## src/hw/rtl/cfa_pkg.sv

```systemverilog
// ----------------------------------------------------------------------------
// cfa_pkg
// Shared codes and field widths for the contiguous frame allocator.
// ----------------------------------------------------------------------------
package cfa_pkg;

	localparam int FRAME_W  = 20;
	localparam int LEN_W    = 11;
	localparam int COUNT_W  = 11;
	localparam int ACTION_W = 2;
	localparam int STATUS_W = 2;
	localparam int FST_W    = 2;

	// Per-frame state codes
	localparam logic [FST_W-1:0] FST_FREE  = 2'b11;
	localparam logic [FST_W-1:0] FST_HEAD  = 2'b01;
	localparam logic [FST_W-1:0] FST_ALLOC = 2'b00;

	// Actions
	localparam logic [ACTION_W-1:0] ACT_ALLOC   = 2'd0;
	localparam logic [ACTION_W-1:0] ACT_RELEASE = 2'd1;
	localparam logic [ACTION_W-1:0] ACT_MARK    = 2'd2;

	// Result status
	localparam logic [STATUS_W-1:0] STS_OK       = 2'd0;
	localparam logic [STATUS_W-1:0] STS_NO_ROOM  = 2'd1;
	localparam logic [STATUS_W-1:0] STS_NOT_HEAD = 2'd2;
	localparam logic [STATUS_W-1:0] STS_RANGE    = 2'd3;

endpackage

```

## src/hw/rtl/cfa_ifs.sv

```systemverilog
// ----------------------------------------------------------------------------
// cfa_ifs
// Request and result channels of the contiguous frame allocator.
// ----------------------------------------------------------------------------
interface cfa_in_if;
	logic                         valid;
	logic                         ready;
	logic [cfa_pkg::ACTION_W-1:0] action;
	logic [cfa_pkg::FRAME_W-1:0]  frame_no;
	logic [cfa_pkg::LEN_W-1:0]    run_length;

	modport source (output valid, action, frame_no, run_length, input ready);
	modport sink   (input valid, action, frame_no, run_length, output ready);
endinterface

interface cfa_out_if;
	logic                         valid;
	logic                         ready;
	logic [cfa_pkg::FRAME_W-1:0]  start_frame;
	logic [cfa_pkg::STATUS_W-1:0] status;
	logic [cfa_pkg::COUNT_W-1:0]  free_count;

	modport source (output valid, start_frame, status, free_count, input ready);
	modport sink   (input valid, start_frame, status, free_count, output ready);
endinterface

```

## src/hw/rtl/contiguous_frame_allocator_core.sv

```systemverilog
// ----------------------------------------------------------------------------
// contiguous_frame_allocator_core
// First-fit contiguous frame allocator over a 2-bit-per-frame state memory.
// ----------------------------------------------------------------------------
//  Channel   Dir  Handshake           Payload
//  in_item   in   valid/ready         action, frame_no, run_length
//  out_item  out  valid/ready         start_frame, status, free_count
//  cfg       in   cfg_wr_en           cfg_wr_data = base_frame
//
//  One item at a time; the frame memory port is walked one frame per cycle.
//  Allocate: a first-fit scan of the frames up to a fit (or to the end of the pool
//  when there is no room), then a marking walk over the run_length frames.
//  Release: a walk over the freed frames; mark: a walk over run_length frames.
//  After reset a clearing pass over all POOL_FRAMES frames runs before in_item.ready.
//  A result waits in the output register; the next item is taken meanwhile
//  and holds its result until the register is free.
// ----------------------------------------------------------------------------
module contiguous_frame_allocator_core #(
	parameter int POOL_FRAMES = 1024
) (
	input  logic                        clk,
	input  logic                        arst_n,
	input  logic                        cfg_wr_en,
	input  logic [cfa_pkg::FRAME_W-1:0] cfg_wr_data,
	cfa_in_if.sink                      in_item,
	cfa_out_if.source                   out_item
);

	localparam int IW = $clog2(POOL_FRAMES);
	localparam int CW = $clog2(POOL_FRAMES + 1);
	localparam int XW = (CW > cfa_pkg::LEN_W) ? CW : cfa_pkg::LEN_W;
	localparam logic [CW-1:0] NFR = CW'(POOL_FRAMES);
	localparam logic [IW-1:0] LAST = IW'(POOL_FRAMES - 1);
	localparam logic [XW-1:0] NFR_X = XW'(POOL_FRAMES);
	localparam logic [cfa_pkg::FRAME_W-1:0] NFR_F = cfa_pkg::FRAME_W'(POOL_FRAMES);

	localparam logic [2:0] S_CLR  = 3'd0;
	localparam logic [2:0] S_IDLE = 3'd1;
	localparam logic [2:0] S_CHK  = 3'd2;
	localparam logic [2:0] S_SCAN = 3'd3;
	localparam logic [2:0] S_MARK = 3'd4;
	localparam logic [2:0] S_REL  = 3'd5;
	localparam logic [2:0] S_FIN  = 3'd6;

	// control
	logic [2:0]                          state_q, state_d;
	logic [CW-1:0]                       ptr_q, ptr_d;
	logic [CW-1:0]                       run_q, run_d;
	logic                                first_q, first_d;
	logic [CW-1:0]                       free_q, free_d;
	logic [cfa_pkg::FRAME_W-1:0]         base_q;
	logic                                ov_q, ov_d;
	logic                                rd_vld_s1;

	// payload
	logic [cfa_pkg::ACTION_W-1:0]        act_q;
	logic [cfa_pkg::FRAME_W-1:0]         fno_q;
	logic [cfa_pkg::LEN_W-1:0]           len_q;
	logic [IW-1:0]                       found_q, found_d;
	logic [CW-1:0]                       end_q, end_d;
	logic [cfa_pkg::FRAME_W-1:0]         sfr_q, sfr_d;
	logic [cfa_pkg::STATUS_W-1:0]        sts_q, sts_d;
	logic [cfa_pkg::FRAME_W-1:0]         o_start_q;
	logic [cfa_pkg::STATUS_W-1:0]        o_status_q;
	logic [cfa_pkg::COUNT_W-1:0]         o_free_q;
	logic [IW-1:0]                       rd_addr_s1;

	// memory port
	logic                                wr_en;
	logic [IW-1:0]                       wr_addr;
	logic [cfa_pkg::FST_W-1:0]           wr_data;
	logic                                rd_en;
	logic [IW-1:0]                       rd_addr;
	logic [cfa_pkg::FST_W-1:0]           rd_data;

	logic                                in_acc;
	logic                                out_load;

	cfa_frame_mem #(
		.DEPTH (POOL_FRAMES),
		.AW    (IW)
	) u_mem (
		.clk     (clk),
		.wr_en   (wr_en),
		.wr_addr (wr_addr),
		.wr_data (wr_data),
		.rd_en   (rd_en),
		.rd_addr (rd_addr),
		.rd_data (rd_data)
	);

	assign in_item.ready = (state_q == S_IDLE);
	assign in_acc        = in_item.valid && in_item.ready;
	assign out_load      = (state_q == S_FIN) && (!ov_q || out_item.ready);

	assign out_item.valid       = ov_q;
	assign out_item.start_frame = o_start_q;
	assign out_item.status      = o_status_q;
	assign out_item.free_count  = o_free_q;

	always_comb begin
		logic [cfa_pkg::FRAME_W-1:0] off;
		logic                        in_rng;
		logic [XW-1:0]               len_x;
		logic [CW-1:0]               run_n;
		logic [IW-1:0]               fstart;
		logic                        issue;

		off    = fno_q - base_q;
		in_rng = (fno_q >= base_q) && (off < NFR_F);
		len_x  = XW'(len_q);
		run_n  = run_q + CW'(1);
		fstart = (run_q == '0) ? rd_addr_s1 : found_q;
		issue  = 1'b0;

		state_d = state_q;
		ptr_d   = ptr_q;
		run_d   = run_q;
		first_d = first_q;
		free_d  = free_q;
		found_d = found_q;
		end_d   = end_q;
		sfr_d   = sfr_q;
		sts_d   = sts_q;
		wr_en   = 1'b0;
		wr_addr = rd_addr_s1;
		wr_data = cfa_pkg::FST_FREE;
		rd_en   = 1'b0;
		rd_addr = ptr_q[IW-1:0];
		ov_d    = ov_q;

		if (ov_q && out_item.ready) begin
			ov_d = 1'b0;
		end

		unique case (state_q)
			S_CLR: begin
				wr_en   = 1'b1;
				wr_addr = ptr_q[IW-1:0];
				ptr_d   = ptr_q + CW'(1);
				if (ptr_q[IW-1:0] == LAST) begin
					state_d = S_IDLE;
				end
			end
			S_IDLE: begin
				if (in_acc) begin
					state_d = S_CHK;
				end
			end
			S_CHK: begin
				sfr_d = '0;
				sts_d = cfa_pkg::STS_OK;
				unique case (act_q)
					cfa_pkg::ACT_ALLOC: begin
						if (len_q == '0) begin
							sts_d   = cfa_pkg::STS_RANGE;
							state_d = S_FIN;
						end else if (len_x > NFR_X) begin
							sts_d   = cfa_pkg::STS_NO_ROOM;
							state_d = S_FIN;
						end else begin
							ptr_d   = '0;
							run_d   = '0;
							state_d = S_SCAN;
						end
					end
					cfa_pkg::ACT_RELEASE: begin
						if (!in_rng) begin
							sts_d   = cfa_pkg::STS_RANGE;
							state_d = S_FIN;
						end else begin
							ptr_d   = CW'(off);
							first_d = 1'b1;
							state_d = S_REL;
						end
					end
					cfa_pkg::ACT_MARK: begin
						if (len_q == '0 || !in_rng || len_x > NFR_X - XW'(off)) begin
							sts_d   = cfa_pkg::STS_RANGE;
							state_d = S_FIN;
						end else begin
							found_d = IW'(off);
							ptr_d   = CW'(off);
							end_d   = CW'(off) + CW'(len_q);
							state_d = S_MARK;
						end
					end
					default: begin
						sts_d   = cfa_pkg::STS_RANGE;
						state_d = S_FIN;
					end
				endcase
			end
			S_SCAN: begin
				issue = (ptr_q < NFR);
				if (rd_vld_s1) begin
					if (rd_data == cfa_pkg::FST_FREE) begin
						found_d = fstart;
						run_d   = run_n;
						if (XW'(run_n) == len_x) begin
							// run found: hand over to the marking walk
							issue   = 1'b0;
							ptr_d   = CW'(fstart);
							end_d   = CW'(fstart) + CW'(len_q);
							state_d = S_MARK;
						end
					end else begin
						run_d = '0;
					end
				end else if (!issue) begin
					sts_d   = cfa_pkg::STS_NO_ROOM;
					state_d = S_FIN;
				end
				if (issue) begin
					rd_en = 1'b1;
					ptr_d = ptr_q + CW'(1);
				end
			end
			S_MARK: begin
				issue = (ptr_q != end_q);
				if (rd_vld_s1) begin
					wr_en   = 1'b1;
					wr_data = (rd_addr_s1 == found_q) ? cfa_pkg::FST_HEAD
					                                  : cfa_pkg::FST_ALLOC;
					if (rd_data == cfa_pkg::FST_FREE) begin
						free_d = free_q - CW'(1);
					end
				end else if (!issue) begin
					if (act_q == cfa_pkg::ACT_ALLOC) begin
						sfr_d = base_q + cfa_pkg::FRAME_W'(found_q);
					end
					state_d = S_FIN;
				end
				if (issue) begin
					rd_en = 1'b1;
					ptr_d = ptr_q + CW'(1);
				end
			end
			S_REL: begin
				issue = (ptr_q < NFR);
				if (rd_vld_s1) begin
					if (first_q && rd_data != cfa_pkg::FST_HEAD) begin
						issue   = 1'b0;
						sts_d   = cfa_pkg::STS_NOT_HEAD;
						state_d = S_FIN;
					end else if (first_q || rd_data == cfa_pkg::FST_ALLOC) begin
						first_d = 1'b0;
						wr_en   = 1'b1;
						free_d  = free_q + CW'(1);
					end else begin
						// end of the run
						issue   = 1'b0;
						state_d = S_FIN;
					end
				end else if (!issue) begin
					state_d = S_FIN;
				end
				if (issue) begin
					rd_en = 1'b1;
					ptr_d = ptr_q + CW'(1);
				end
			end
			S_FIN: begin
				if (out_load) begin
					ov_d    = 1'b1;
					state_d = S_IDLE;
				end
			end
			default: begin
				state_d = S_IDLE;
			end
		endcase
	end

	always_ff @(posedge clk or negedge arst_n) begin
		if (!arst_n) begin
			state_q   <= S_CLR;
			ptr_q     <= '0;
			run_q     <= '0;
			first_q   <= 1'b0;
			free_q    <= NFR;
			base_q    <= '0;
			ov_q      <= 1'b0;
			rd_vld_s1 <= 1'b0;
		end else begin
			state_q   <= state_d;
			ptr_q     <= ptr_d;
			run_q     <= run_d;
			first_q   <= first_d;
			free_q    <= free_d;
			ov_q      <= ov_d;
			rd_vld_s1 <= rd_en;
			if (cfg_wr_en) begin
				base_q <= cfg_wr_data;
			end
		end
	end

	always_ff @(posedge clk) begin
		if (in_acc) begin
			act_q <= in_item.action;
			fno_q <= in_item.frame_no;
			len_q <= in_item.run_length;
		end
		found_q    <= found_d;
		end_q      <= end_d;
		sfr_q      <= sfr_d;
		sts_q      <= sts_d;
		rd_addr_s1 <= rd_addr;
		if (out_load) begin
			o_start_q  <= sfr_q;
			o_status_q <= sts_q;
			o_free_q   <= cfa_pkg::COUNT_W'(free_q);
		end
	end

endmodule

```

## src/hw/rtl/cfa_frame_mem.sv

```systemverilog
// ----------------------------------------------------------------------------
// cfa_frame_mem
// Frame state memory: one write port, one read port with registered data.
// ----------------------------------------------------------------------------
module cfa_frame_mem #(
	parameter int DEPTH = 1024,
	parameter int AW    = 10
) (
	input  logic                         clk,
	input  logic                         wr_en,
	input  logic [AW-1:0]                wr_addr,
	input  logic [cfa_pkg::FST_W-1:0]    wr_data,
	input  logic                         rd_en,
	input  logic [AW-1:0]                rd_addr,
	output logic [cfa_pkg::FST_W-1:0]    rd_data
);

	logic [cfa_pkg::FST_W-1:0] mem [DEPTH];
	logic [cfa_pkg::FST_W-1:0] rd_data_q;

	always_ff @(posedge clk) begin
		if (wr_en) begin
			mem[wr_addr] <= wr_data;
		end
		if (rd_en) begin
			rd_data_q <= mem[rd_addr];
		end
	end

	assign rd_data = rd_data_q;

endmodule

```

## src/flat_wrapper.sv

```systemverilog
// flat-port wrapper written by rule: the top's interface ports become plain ports
module contiguous_frame_allocator_core_flat 
#(
	parameter int POOL_FRAMES = 1024
)
  (clk, arst_n, cfg_wr_en, cfg_wr_data, in_item_valid, in_item_action, in_item_frame_no, in_item_run_length, in_item_ready, out_item_valid, out_item_start_frame, out_item_status, out_item_free_count, out_item_ready);
  cfa_in_if in_item_i ();
  cfa_out_if out_item_i ();
  input  logic clk;
  input  logic arst_n;
  input  logic cfg_wr_en;
  input  logic [cfa_pkg::FRAME_W-1:0] cfg_wr_data;
  input wire logic [$bits(in_item_i.valid)-1:0] in_item_valid;
  input wire logic [$bits(in_item_i.action)-1:0] in_item_action;
  input wire logic [$bits(in_item_i.frame_no)-1:0] in_item_frame_no;
  input wire logic [$bits(in_item_i.run_length)-1:0] in_item_run_length;
  output wire logic [$bits(in_item_i.ready)-1:0] in_item_ready;
  output wire logic [$bits(out_item_i.valid)-1:0] out_item_valid;
  output wire logic [$bits(out_item_i.start_frame)-1:0] out_item_start_frame;
  output wire logic [$bits(out_item_i.status)-1:0] out_item_status;
  output wire logic [$bits(out_item_i.free_count)-1:0] out_item_free_count;
  input wire logic [$bits(out_item_i.ready)-1:0] out_item_ready;
  assign in_item_i.valid = in_item_valid;
  assign in_item_i.action = in_item_action;
  assign in_item_i.frame_no = in_item_frame_no;
  assign in_item_i.run_length = in_item_run_length;
  assign in_item_ready = in_item_i.ready;
  assign out_item_valid = out_item_i.valid;
  assign out_item_start_frame = out_item_i.start_frame;
  assign out_item_status = out_item_i.status;
  assign out_item_free_count = out_item_i.free_count;
  assign out_item_i.ready = out_item_ready;
  contiguous_frame_allocator_core #(.POOL_FRAMES(POOL_FRAMES)) u_core (.clk(clk), .arst_n(arst_n), .cfg_wr_en(cfg_wr_en), .cfg_wr_data(cfg_wr_data), .in_item(in_item_i), .out_item(out_item_i));
endmodule
```

## config.mk

```make
export PLATFORM = sky130hd
export DESIGN_NAME = contiguous_frame_allocator_core_flat
export DESIGN_NICKNAME = d
export VERILOG_FILES = /design/src/hw/rtl/cfa_pkg.sv /design/src/hw/rtl/cfa_ifs.sv /design/src/hw/rtl/contiguous_frame_allocator_core.sv /design/src/hw/rtl/cfa_frame_mem.sv /design/src/flat_wrapper.sv
export SDC_FILE = /design/constraint.sdc
export NUM_CORES = 2
export LEC_CHECK = 0
export BUFFER_PORTS_ARGS = -buffer_cell sky130_fd_sc_hd__buf_2
export CAP_MARGIN = 20
export CORE_ASPECT_RATIO = 0.6
export CORE_UTILIZATION = 42
export CTS_CLUSTER_DIAMETER = 50
export DETAILED_ROUTE_END_ITERATION = 12
export PLACE_DENSITY = 0.67
export SLEW_MARGIN = 20
export SYNTH_ARGS = -nofsm -noshare
export SYNTH_HDL_FRONTEND = slang
export SYNTH_SLANG_ARGS = --single-unit
```

## constraint.sdc

```tcl
create_clock -name clk -period 27.7 [get_ports clk]
set_clock_uncertainty 0.2 [all_clocks]
set_input_delay 5.54 -clock clk [delete_from_list [all_inputs] [get_ports clk]]
set_output_delay 5.54 -clock clk [all_outputs]
set_load 0.01 [all_outputs]
```

==> flow_summary.html <==
<table>
<tr><th>Metric</th><th>Value</th></tr>
<tr><th colspan="2">Run status</th></tr>
<tr><td>Result of the run</td><td>finished, final reports clean</td></tr>
<tr><th colspan="2">Worst setup path</th></tr>
<tr><td>Max Fanout on Critical Path</td><td>19</td></tr>
<tr><td>Largest stage delay on the critical path</td><td>0.71 ns</td></tr>
<tr><td>Critical Path AT</td><td>2.23 ns</td></tr>
<tr><td>Cell-by-cell trace of the critical path</td><td>nor2b_1, nand2_1, inv_1, buf_2</td></tr>
<tr><td>Setup Crit Path Kind</td><td>reg -&gt; out</td></tr>
<tr><td>CP Capture Type</td><td>output port</td></tr>
<tr><td>Data required time at the worst endpoint</td><td>21.96 ns</td></tr>
<tr><td>Startpoint class of the critical path</td><td>flip-flop</td></tr>
<tr><td>Slowest cell on crit path</td><td>sky130_fd_sc_hd__dfrtp_1</td></tr>
<tr><td>Reg-to-reg slack, setup</td><td>21.18 ns</td></tr>
<tr><th colspan="2">Drt</th></tr>
<tr><td>Total routed wirelength</td><td>249000 um</td></tr>
<tr><td>Via Count</td><td>52100</td></tr>
<tr><td>DRC marker count from the first detailed-route iteration</td><td>8717</td></tr>
<tr><td>Number of nets with antenna violations after routing</td><td>0</td></tr>
<tr><td>Average wire per cell in the routed design</td><td>29.1 um</td></tr>
<tr><td>Count of unresolved DRC violations after routing</td><td>0</td></tr>
<tr><td>1st-pass router iterations</td><td>6</td></tr>
<tr><td>Number of vias per cell</td><td>6.10</td></tr>
<tr><th colspan="2">Pwr</th></tr>
<tr><td>Net switching component of the power</td><td>1.28 mW</td></tr>
<tr><td>Power share of the clock group</td><td>41.6%</td></tr>
<tr><td>Highest ir drop seen on vdd</td><td>0.0535 mV</td></tr>
<tr><td>Switching portion of total power</td><td>20.1%</td></tr>
<tr><td>Overall Power</td><td>6.39 mW</td></tr>
<tr><td>Reg power frac</td><td>57.0%</td></tr>
<tr><td>LEAKAGE</td><td>36.3 nW</td></tr>
<tr><td>Power per standard cell area</td><td>61.9 nW/um^2</td></tr>
<tr><td>Internal power</td><td>5.11 mW</td></tr>
<tr><td>Proportion of power drawn by combinational gates</td><td>1.4%</td></tr>
<tr><th colspan="2">Timing</th></tr>
<tr><td>Setup repair after global routing missed its margin</td><td>false</td></tr>
<tr><td>Sum Neg Setup Slack</td><td>0 ns</td></tr>
<tr><td>Post-layout minimum cycle time</td><td>7.97 ns</td></tr>
<tr><td>Fmax achieved</td><td>125 MHz</td></tr>
<tr><td>Worst hold slack</td><td>0.202 ns</td></tr>
<tr><td>Fin. max-slew vios</td><td>0</td></tr>
<tr><td>Slew at the pin closest to its max-slew limit</td><td>1.31 ns</td></tr>
<tr><td>Fin crit share</td><td>28.8%</td></tr>
<tr><td>Final count of hold timing violations</td><td>0</td></tr>
<tr><td>Max-Slew Margin vs Limit</td><td>12.6%</td></tr>
<tr><td>Final number of setup-violating endpoints</td><td>0</td></tr>
<tr><th colspan="2">Global routing</th></tr>
<tr><td>Pin count of the biggest net entering global routing</td><td>272</td></tr>
<tr><td>Total global routing overflow</td><td>0</td></tr>
<tr><td>Overall Global Routing Usage</td><td>21.9%</td></tr>
<tr><td>Initial antenna violation count</td><td>13</td></tr>
<tr><td>Vias in the first global route</td><td>50000</td></tr>
<tr><td>Wire length of the first global-routing pass</td><td>358000 um</td></tr>
<tr><th colspan="2">Synthesis</th></tr>
<tr><td>Netlist cell types</td><td>78</td></tr>
<tr><td>Post-synthesis cell type with the largest combined area</td><td>sky130_fd_sc_hd__edfxtp_1</td></tr>
<tr><td>Leading post-synthesis cells by cell area</td><td>sky130_fd_sc_hd__edfxtp_1, sky130_fd_sc_hd__mux4_2, sky130_fd_sc_hd__nor2_1</td></tr>
<tr><td>Syn Area/Cell</td><td>17.3 um^2</td></tr>
<tr><td>Nets in the synthesized netlist</td><td>5546</td></tr>
<tr><td>Count leader, synth</td><td>sky130_fd_sc_hd__edfxtp_1</td></tr>
<tr><td>Most used DFF post-synth</td><td>sky130_fd_sc_hd__edfxtp_1</td></tr>
<tr><td>Sequential share of the synthesized area</td><td>71.0%</td></tr>
<tr><td>Cell types with the highest counts after synthesis</td><td>sky130_fd_sc_hd__edfxtp_1, sky130_fd_sc_hd__nor2_1, sky130_fd_sc_hd__mux4_2</td></tr>
<tr><td>Proportion of synthesized flip-flops having asynchronous set or reset</td><td>2.65%</td></tr>
<tr><td>Yosys reg bits</td><td>2228</td></tr>
<tr><td>Number of instances in the synthesized netlist</td><td>5414</td></tr>
<tr><td>Netlist Area Pre-Place</td><td>93600 um^2</td></tr>
<tr><td>Number of enable flip-flop cells after synthesis</td><td>2159</td></tr>
<tr><td>Fraction of post-synthesis cell area in the top cell type by area</td><td>69.3%</td></tr>
<tr><td>Count of synthesis-stage warnings from yosys</td><td>0</td></tr>
<tr><th colspan="2">CTS</th></tr>
<tr><td>Clock Sinks</td><td>2228</td></tr>
<tr><td>Clock buffer count from CTS</td><td>194</td></tr>
<tr><td>Root Buffer</td><td>sky130_fd_sc_hd__clkbuf_16</td></tr>
<tr><td>Max clock buf depth</td><td>4</td></tr>
<tr><td>CTS tree</td><td>built</td></tr>
<tr><td>CTS Hold Bufs</td><td>0</td></tr>
<tr><td>CTS clock-pin slew for the worst setup and hold paths</td><td>0.07 ns</td></tr>
<tr><td>Number of buffers inserted to repair setup after CTS</td><td>0</td></tr>
<tr><td>Post-cts gate resize count</td><td>0</td></tr>
<tr><td>Htree depth</td><td>4</td></tr>
<tr><td>Clock network latency to the later pin of the worst-skew pair</td><td>0.84 ns</td></tr>
<tr><th colspan="2">Finish</th></tr>
<tr><td>Area added between synthesis and finish</td><td>10.3%</td></tr>
<tr><td>Layout cells sized above 1</td><td>21.1%</td></tr>
<tr><td>Area of the multi-input gates</td><td>25300 um^2</td></tr>
<tr><td>Count of fill cells added during filler insertion</td><td>18400</td></tr>
<tr><td>Final Net Count</td><td>5557</td></tr>
<tr><td>Sequential cell area</td><td>66500 um^2</td></tr>
<tr><td>Post-Layout Inst Area</td><td>103000 um^2</td></tr>
<tr><th colspan="2">Place</th></tr>
<tr><td>Instance area after placement</td><td>97200 um^2</td></tr>
<tr><td>Weighted congestion reported at the end of routability-driven placement</td><td>0.900</td></tr>
<tr><td>HPWL reported at the end of detailed placement</td><td>140000 um</td></tr>
<tr><td>Port Buffers</td><td>92</td></tr>
<tr><th colspan="2">Die</th></tr>
<tr><td>Total core area</td><td>220000 um^2</td></tr>
<tr><td>Row count</td><td>133</td></tr>
<tr><td>Number of I/O pins</td><td>93</td></tr>
<tr><td>Initial core utilization</td><td>42.5%</td></tr>
<tr><td>DIE AREA</td><td>225000 um^2</td></tr>
<tr><td>Chip Width</td><td>611 um</td></tr>
<tr><td>DIE HEIGHT</td><td>368 um</td></tr>
<tr><th colspan="2">Worst hold path</th></tr>
<tr><td>Type of the most critical hold path</td><td>reg -&gt; reg</td></tr>
<tr><th colspan="2">Run</th></tr>
<tr><td>Max Cap Violations</td><td>0</td></tr>
</table>
## flip-flops by register name, indices dropped and copies added (netlist names), 20 cells and up
name	count
u_core.u_mem.mem	2048
u_core.sfr_q	20
u_core.fno_q	20
u_core.base_q	20
u_core.out_item.start_frame	20
## power by group through the flow
stage               Combinational, mW  Clock (mW)  Sequential (mW)
finish                         0.0881        2.66             3.64
global placement               0.0827           0             3.72
detailed placement             0.0846           0             3.72
floorplan                      0.0562           0             3.72
global route                   0.0948        2.81             3.64
CTS                            0.0851        2.68             3.64
## layout by cell type (no fill, tap or decap), types with 42 or more instances in the layout
cell type	instances
sky130_fd_sc_hd__a21oi_1	87
sky130_fd_sc_hd__buf_2	92
sky130_fd_sc_hd__buf_4	102
sky130_fd_sc_hd__clkbuf_16	196
sky130_fd_sc_hd__clkinv_1	52
sky130_fd_sc_hd__dfrtp_1	54
sky130_fd_sc_hd__edfxtp_1	2159
sky130_fd_sc_hd__ha_1	70
sky130_fd_sc_hd__inv_1	67
sky130_fd_sc_hd__mux4_2	635
sky130_fd_sc_hd__nand2_1	130
sky130_fd_sc_hd__nor2_1	1108
sky130_fd_sc_hd__o21ai_0	98
sky130_fd_sc_hd__xnor2_1	49
sky130_fd_sc_hd__xor2_1	42
## per-layer routing
| layer | track usage (%) | part of all wire (%) |
|---|---|---|
| met5 | 0 | 0.0052 |
| met4 | 3.98 | 1.8 |
| met3 | 8.08 | 15 |
| met2 | 29.6 | 42 |
| met1 | 33.7 | 42 |
## logic make-up after synthesis
logic type | count (synthesis) | share of synthesized area, %
AOI/OAI and AO/OA | 394 | 2.71
xor gates and xnor gates | 91 | 0.851
and+or+nand+nor | 1496 | 6.56
muxes | 669 | 15.6
adders and majority gates | 74 | 1.02
DFF | 2228 | 71.0
buffers and inverters | 462 | 2.16
## per-stage QoR
step | worst slack, ns | util [%] | std cells
2_1_floorplan | 8.60 | - | 5414
3_3_place_gp | 20.61 | 44.1 | 8195
3_5_place_dp | 20.56 | 44.1 | 8195
4_1_cts | 19.72 | 46.8 | 8537
5_1_grt | 19.58 | 46.9 | 8541
6_report | 19.73 | 46.9 | 8544
## worst paths after layout
| path | startpoint | end | cells past startpoint |
|---|---|---|---|
| hold reg to reg | u_core.sfr_q[13] | u_core.out_item.start_frame[13] | 0 |
| setup / recovery | u_core.state_q[0] | in_item_ready | 4 |
| hold / removal | u_core.sfr_q[13] | u_core.out_item.start_frame[13] | 0 |
| max in group asynchronous | arst_n | u_core.ptr_q[2] | 2 |
| min in group asynchronous | arst_n | u_core.out_item.valid | 2 |
| setup reg to reg | u_core.ptr_q[0] | u_core.u_mem.rd_data[1] | 11 |
## worst max-delay path, delay by kind of cell (launching register included)
| family | cells | cell delay [ns] |
|---|---|---|
| AND/OR/NAND/NOR | 2 | 0.47 |
| buffers and inverters | 2 | 0.21 |
| flip-flops | 1 | 0.71 |
## layout make-up
type                    instances  share of cell area, %
diodes                          3                0.00727
flip-flops and latches       2228                   64.4
multi-input cells            2724                   24.5
well taps                    2970                   3.60
clock inverters               105                  0.865
clock buffers                 237                   4.91
repair buffers                210                   1.48
inverters                      67                  0.244
(Power assumes the default switching activity.)
